===== src/rtl/hss_pkg.sv =====
// ----------------------------------------------------------------------------
// hss_pkg: shared types and constants of the height grid smoother
// Holds the channel payload structs, operation codes, register indexes,
// fixed-point constants and the command and status groups between the
// controller and the datapath.
// ----------------------------------------------------------------------------
package hss_pkg;

   // Grid geometry default.
   localparam int MaxSideDefault = 64;

   // Field widths.
   localparam int HeightW = 20;
   localparam int CoordW  = 6;
   localparam int OpW     = 2;
   localparam int SideRegW = 7;
   localparam int MaskW   = 4;
   localparam int PassW   = 4;
   localparam int CsrIdxW = 2;

   // Largest Q8.12 height.
   localparam logic [HeightW-1:0] HMax = {HeightW{1'b1}};

   // Weights: 0.75 = 15/20 and 0.6 = 12/20.
   localparam int KOwn = 15;
   localparam int KNbr = 12;
   localparam int KDen = 20;

   // Numerator of the weighted sum and the width of the own weight 15*n.
   localparam int NumW = 28;
   localparam int DenW = 8;

   // Division by 20*n as a multiply by 2^36/(20*n) rounded up, then a shift.
   localparam int RecipW     = 30;
   localparam int RecipShift = 36;
   localparam int ProdW      = NumW + RecipW;
   localparam int QuotW      = ProdW - RecipShift;
   localparam logic [RecipW-1:0] RecipCorner = 30'd858993460;  // divisor 80
   localparam logic [RecipW-1:0] RecipEdge   = 30'd572662307;  // divisor 120
   localparam logic [RecipW-1:0] RecipInner  = 30'd381774871;  // divisor 180

   // Register reset values.
   localparam logic [SideRegW-1:0] SideReset = 7'd64;
   localparam logic [MaskW-1:0]    MaskReset = 4'd0;
   localparam logic [PassW-1:0]    PassReset = 4'd10;

   // Bits of the fixed edge mask.
   localparam int EdgeLeft   = 0;
   localparam int EdgeTop    = 1;
   localparam int EdgeRight  = 2;
   localparam int EdgeBottom = 3;

   // Operation codes.
   localparam logic [OpW-1:0] OpWrite = 2'd0;
   localparam logic [OpW-1:0] OpRun   = 2'd1;
   localparam logic [OpW-1:0] OpRead  = 2'd2;
   localparam logic [OpW-1:0] OpNone  = 2'd3;

   // Register indexes.
   localparam logic [CsrIdxW-1:0] CsrGridSide = 2'd0;
   localparam logic [CsrIdxW-1:0] CsrEdgeMask = 2'd1;
   localparam logic [CsrIdxW-1:0] CsrPasses   = 2'd2;

   typedef struct packed {
      logic [OpW-1:0]     op;
      logic [CoordW-1:0]  col;
      logic [CoordW-1:0]  row;
      logic [HeightW-1:0] height_in;
   } req_type;

   typedef struct packed {
      logic [HeightW-1:0] height_out;
      logic               saturated;
   } rsp_type;

   // Commands from the controller to the datapath.
   typedef struct packed {
      logic accept;
      logic user_exec;
      logic run_init;
      logic win_read;
      logic div_load;
      logic div_step;
      logic write_back;
      logic rsp_load;
   } cmd_type;

   // Status from the datapath to the controller.
   typedef struct packed {
      logic [OpW-1:0] op;
      logic           pass_zero;
      logic           win_last;
      logic           run_last;
      logic           rsp_free;
   } status_type;

endpackage


===== src/rtl/hss_ctrl.sv =====
// ----------------------------------------------------------------------------
// hss_ctrl: sequencer of the height grid smoother
// Steps each request through execution, and a run through window reads,
// weighting, division and write-back for every cell of every pass.
// ----------------------------------------------------------------------------
module hss_ctrl (
   input  logic                clock,
   input  logic                reset,
   input  logic                req_valid,
   output logic                req_ready,
   input  hss_pkg::status_type status,
   output hss_pkg::cmd_type    cmd
);

   typedef enum logic [7:0] {
      ST_IDLE  = 8'b0000_0001,
      ST_EXEC  = 8'b0000_0010,
      ST_WIN   = 8'b0000_0100,
      ST_WLAST = 8'b0000_1000,
      ST_MUL   = 8'b0001_0000,
      ST_DIV   = 8'b0010_0000,
      ST_WB    = 8'b0100_0000,
      ST_RESP  = 8'b1000_0000
   } state_type;

   state_type state_ff, state_in;

   assign req_ready = (state_ff == ST_IDLE);

   // Next state and commands.
   always_comb begin
      state_in = state_ff;
      cmd      = '0;
      unique case (state_ff)
         ST_IDLE: begin
            if (req_valid) begin
               cmd.accept = 1'b1;
               state_in   = ST_EXEC;
            end
         end
         ST_EXEC: begin
            if (status.op == hss_pkg::OpRun) begin
               cmd.run_init = 1'b1;
               state_in     = status.pass_zero ? ST_RESP : ST_WIN;
            end else begin
               cmd.user_exec = 1'b1;
               state_in      = ST_RESP;
            end
         end
         ST_WIN: begin
            cmd.win_read = 1'b1;
            if (status.win_last) begin
               state_in = ST_WLAST;
            end
         end
         ST_WLAST: begin
            state_in = ST_MUL;
         end
         ST_MUL: begin
            cmd.div_load = 1'b1;
            state_in     = ST_DIV;
         end
         ST_DIV: begin
            cmd.div_step = 1'b1;
            state_in     = ST_WB;
         end
         ST_WB: begin
            cmd.write_back = 1'b1;
            state_in       = status.run_last ? ST_RESP : ST_WIN;
         end
         ST_RESP: begin
            if (status.rsp_free) begin
               cmd.rsp_load = 1'b1;
               state_in     = ST_IDLE;
            end
         end
         default: begin
            state_in = ST_IDLE;
         end
      endcase
   end

   always_ff @(posedge clock) begin
      if (reset) begin
         state_ff <= ST_IDLE;
      end else begin
         state_ff <= state_in;
      end
   end

endmodule


===== config.mk =====
export PLATFORM = sky130hd
export DESIGN_NAME = hss_ctrl
export DESIGN_NICKNAME = d
export VERILOG_FILES = /design/src/rtl/hss_pkg.sv /design/src/rtl/hss_ctrl.sv
export SDC_FILE = /design/constraint.sdc
export NUM_CORES = 1
export LEC_CHECK = 0
export ABC_AREA = 1
export BUFFER_PORTS_ARGS = -buffer_cell sky130_fd_sc_hd__buf_2
export CORE_AREA = 8 8 45 47
export DETAILED_ROUTE_END_ITERATION = 7
export DIE_AREA = 0 0 53 55
export PLACE_DENSITY_LB_ADDON = 0.15
export SYNTH_ARGS = -nofsm -noshare
export SYNTH_HDL_FRONTEND = slang
export SYNTH_SLANG_ARGS = --single-unit

===== constraint.sdc =====
create_clock -name clock -period 1.5 [get_ports clock]
set_clock_uncertainty 0.05 [all_clocks]
set_input_delay 0.225 -clock clock [delete_from_list [all_inputs] [get_ports clock]]
set_output_delay 0.225 -clock clock [all_outputs]
set_load 0.03 [all_outputs]

After elaboration in Yosys (flattened, before gate mapping)
Index checks and enable logic that the tools add are counted.

Flip-flop bits (word level): 8. Input bits: 9. Output and inout bits: 9.

Equality and inequality tests: 12. Muxes and demuxes: 18. Reduce and logical (&&, ||, !) cells: 1.

Operator list (count): $pmux 8 s8 (1); $mux 8 (6); $mux 1 (10); $eq 8x1->1 const B (1); $eq 8x2->1 const B (1); $eq 8x3->1 const B (1); $eq 8x4->1 const B (1); $eq 8x5->1 const B (1); $eq 8x6->1 const B (1); $eq 8x7->1 const B (1); $eq 8x8->1 const B (1); $ne 2x2->1 const B (3); $reduce_and 3->1 (1); $eq 2x1->1 const B (1); $mux 2 (1).

Longest topological paths before layout
Depth after elaboration: 3. Mapped depth: 9. Mapped depth without buffers: 9.

Least setup slack after synthesis
No wires, ideal clock.

Path kind: register -> output. From: register state_ff[4]. To: output cmd[6] (netlist bit). Data arrival time: 1221 ps. Required time: 1225 ps. Slack: 4 ps. Cell stages (with the launch flop): 6. Path buffers: 0. Cells stage by stage: dfxtp_1 nor2_2 nand2_1 inv_2 nand3_2 a21oi_1.

RTL lines: start, declared (line hss_ctrl.sv:26) `state_type state_ff, state_in;`; start signal, assigned (line hss_ctrl.sv:87) `state_ff <= state_in;`; end, declared (line hss_ctrl.sv:12) `output hss_pkg::cmd_type cmd`.

==> impl_metrics.tcl <==
set metrics [dict create \
    place_congestion 0.754 \
    cp_max_fo 5 \
    vias 669 \
    cap_violations 0 \
    rsz0062_at_grt "true" \
    fin_crit_sh_pct 104 \
    areaGrowthSynthToFinish_pct 71.3 \
    syn_area_per_cell_um2 6.49 \
    synth_warnings 0 \
    grt_max_degree 7 \
    regMostFlops "state_ff" \
    worstPathArrival_ns 1.28 \
    syn_area_um2 584 \
    hp-class "in2reg" \
    outcome "finished with violations" \
    r2r_setup_slack_ns 0.08 \
    largest_reg_flops 8 \
    num-nets-final 140 \
    num_io_pins 18 \
    p_int_w 0.000505 \
    slew_viol_final 0 \
    syn-instance-count 90 \
    dieHeight_um 55 \
    p_sw_share_pct 40.1 \
    wl_per_cell_um 12.4 \
    synthTopCellsByArea "dfxtp_1 27%, inv_1 12%, nand2_1 12%" \
    comb_power_share_pct 49.2 \
    postRouteAntennaNets 0 \
    critPathKind "reg2out" \
    power.density_nw_per_um2 842 \
    row_count 14 \
    antenna_cells 0 \
    dpl_worst_slack_ns 0.0594 \
    synth_top_cell_area_share_pct 27.4 \
    grt_pass1_vias 630 \
    port_buffers 17 \
    slew_headroom_pct 87.3 \
    cts_hold_buf 0 \
    synth_cell_types 16 \
    tightest_slew_ns 0.189 \
    reg.largest.list "state_ff x8" \
    routed_wl_um 1800 \
    worst_slack_ns -0.0525 \
    cp-end-kind "primary output" \
    grtUsageTotal_pct 12.4 \
    cts_root_buf "clkbuf_4" \
    placed_cell_area_um2 689 \
    layout.cells.most_common "buf_4" \
    peakVddDrop_uv 505 \
    dieArea_um2 2920 \
    power.switching_w 0.000338 \
    violations "setup timing" \
    p_clk_share_pct 20.7 \
    clockBufferDepth 2 \
    cts_buffers 3 \
    seq_power_share_pct 30.1 \
    antenna_found_initial 0 \
    drc 0 \
    core-area_um2 1380 \
    drtPass1Iterations 4 \
    clk_pin_slew_ns 0.06 \
    setup_viol 5 \
    finish.instance_area_um2 1000 \
    clock-sinks 8 \
    grt_pass1_wl_um 2670 \
    synth_seq_cells 8 \
    synth_nets 99 \
    timing.final.crit_period_ns 1.55 \
    hold_violations 0 \
    viasPerCell 4.61 \
    post_route_cells_drive_above_1_share_pct 62.8 \
    drt_iter0_drc 9 \
    required_ns 1.22 \
    grt.overflow.total 0 \
    htree_levels 1 \
    die_w_um 53 \
    power.leakage_nw 0.496 \
    clk_latency_ns 0.25 \
    start_util_pct 42.2 \
    layout_common_cells "19 x buf_4, 13 x inv_1, 13 x nand2_1" \
    yosys.area.top_type "dfxtp_1" \
    seq_area_frac_synth_pct 27.4 \
    cts_tree "done" \
    max_freq_ghz 0.644 \
    dp_hpwl_um 1090 \
    startpoint_type "register" \
]
-- critical path, cell delays in order (launching register included) --
cell and delay [ns]:
dfxtp_4 0.35, nor2_4 0.12, nand2_2 0.08, inv_4 0.10, nand3_4 0.08, a21oi_2 0.14, buf_6 0.15
-- cells by family after synthesis --
kind of cell / synth area share [%]
DFF: 27.4
AOI/OAI and AO/OA: 3.42
and+or+nand+nor: 55.0
buffers and inverters: 14.1
-- final cells by class --
class | count | area [um2]
Fill cell | 110 | 383
Clock buffer | 3 | 22.5
Sequential cell | 8 | 174
Tap cell | 16 | 20.0
Inverter | 22 | 87.6
Timing Repair Buffer | 36 | 284
Multi-Input combinational cell | 60 | 413
-- synthesized netlist by cell type --
| library cell | count |
|---|---|
| nand3_4 | 2 |
| nor3_1 | 3 |
| nand2_4 | 1 |
| nor2_4 | 4 |
| inv_2 | 3 |
| nor2_1 | 16 |
| nor3b_1 | 2 |
| nor2_2 | 5 |
| nand2_1 | 18 |
| a21oi_1 | 1 |
| nand3_1 | 2 |
| nand3b_2 | 1 |
| dfxtp_1 | 8 |
| o21ai_1 | 3 |
| nand3_2 | 2 |
| inv_1 | 19 |
-- layer usage --
metal,up-vias,wire [um],GRT usage [%]
met5,-,0,0
met4,0,36,7.76
met3,4,116,3.74
met2,24,843,19.9
met1,291,803,14.0
li1,350,-,-
-- repair_timing --
| item | 4_1_cts | 5_1_grt |
|---|---|---|
| pin swaps | 12 | 14 |
| buffers inserted | 10 | 9 |
| setup endpoints to repair | 9 | 9 |
| gates resized for setup | 20 | 35 |
-- metrics by stage --
stage | utilization, % | power [W] | setup TNS, ns | instances | hold WS [ns]
6_report | 72.3 | 0.000842 | -0.154 | 145 | 0.182
5_1_grt | 72.3 | 0.000893 | -0.635 | 145 | 0.179
4_1_cts | 60.7 | 0.000762 | -0.205 | 136 | 0.160
3_5_place_dp | 49.8 | 0.000519 | 0 | 123 | 0.438
3_3_place_gp | 49.8 | 0.000514 | 0 | 123 | 0.440
2_1_floorplan | - | 0.000459 | 0 | 90 | 0.251
-- final timing paths --
kind	startpoint	endpoint	cells past startpoint
max	state_ff[4]	cmd[6]	6
max reg2reg	state_ff[4]	state_ff[0]	10
min reg2reg	state_ff[2]	state_ff[2]	4
min	reset	state_ff[6]	2
-- power by group through the flow --
stage | Combinational [W] | Sequential (W) | Clock [W]
2_1_floorplan | 0.000209 | 0.000250 | 0
3_3_place_gp | 0.000262 | 0.000252 | 0
3_5_place_dp | 0.000267 | 0.000253 | 0
4_1_cts | 0.000338 | 0.000249 | 0.000175
5_1_grt | 0.000450 | 0.000256 | 0.000188
6_report | 0.000415 | 0.000254 | 0.000174
No activity file was read; power rests on OpenSTA's default activity.
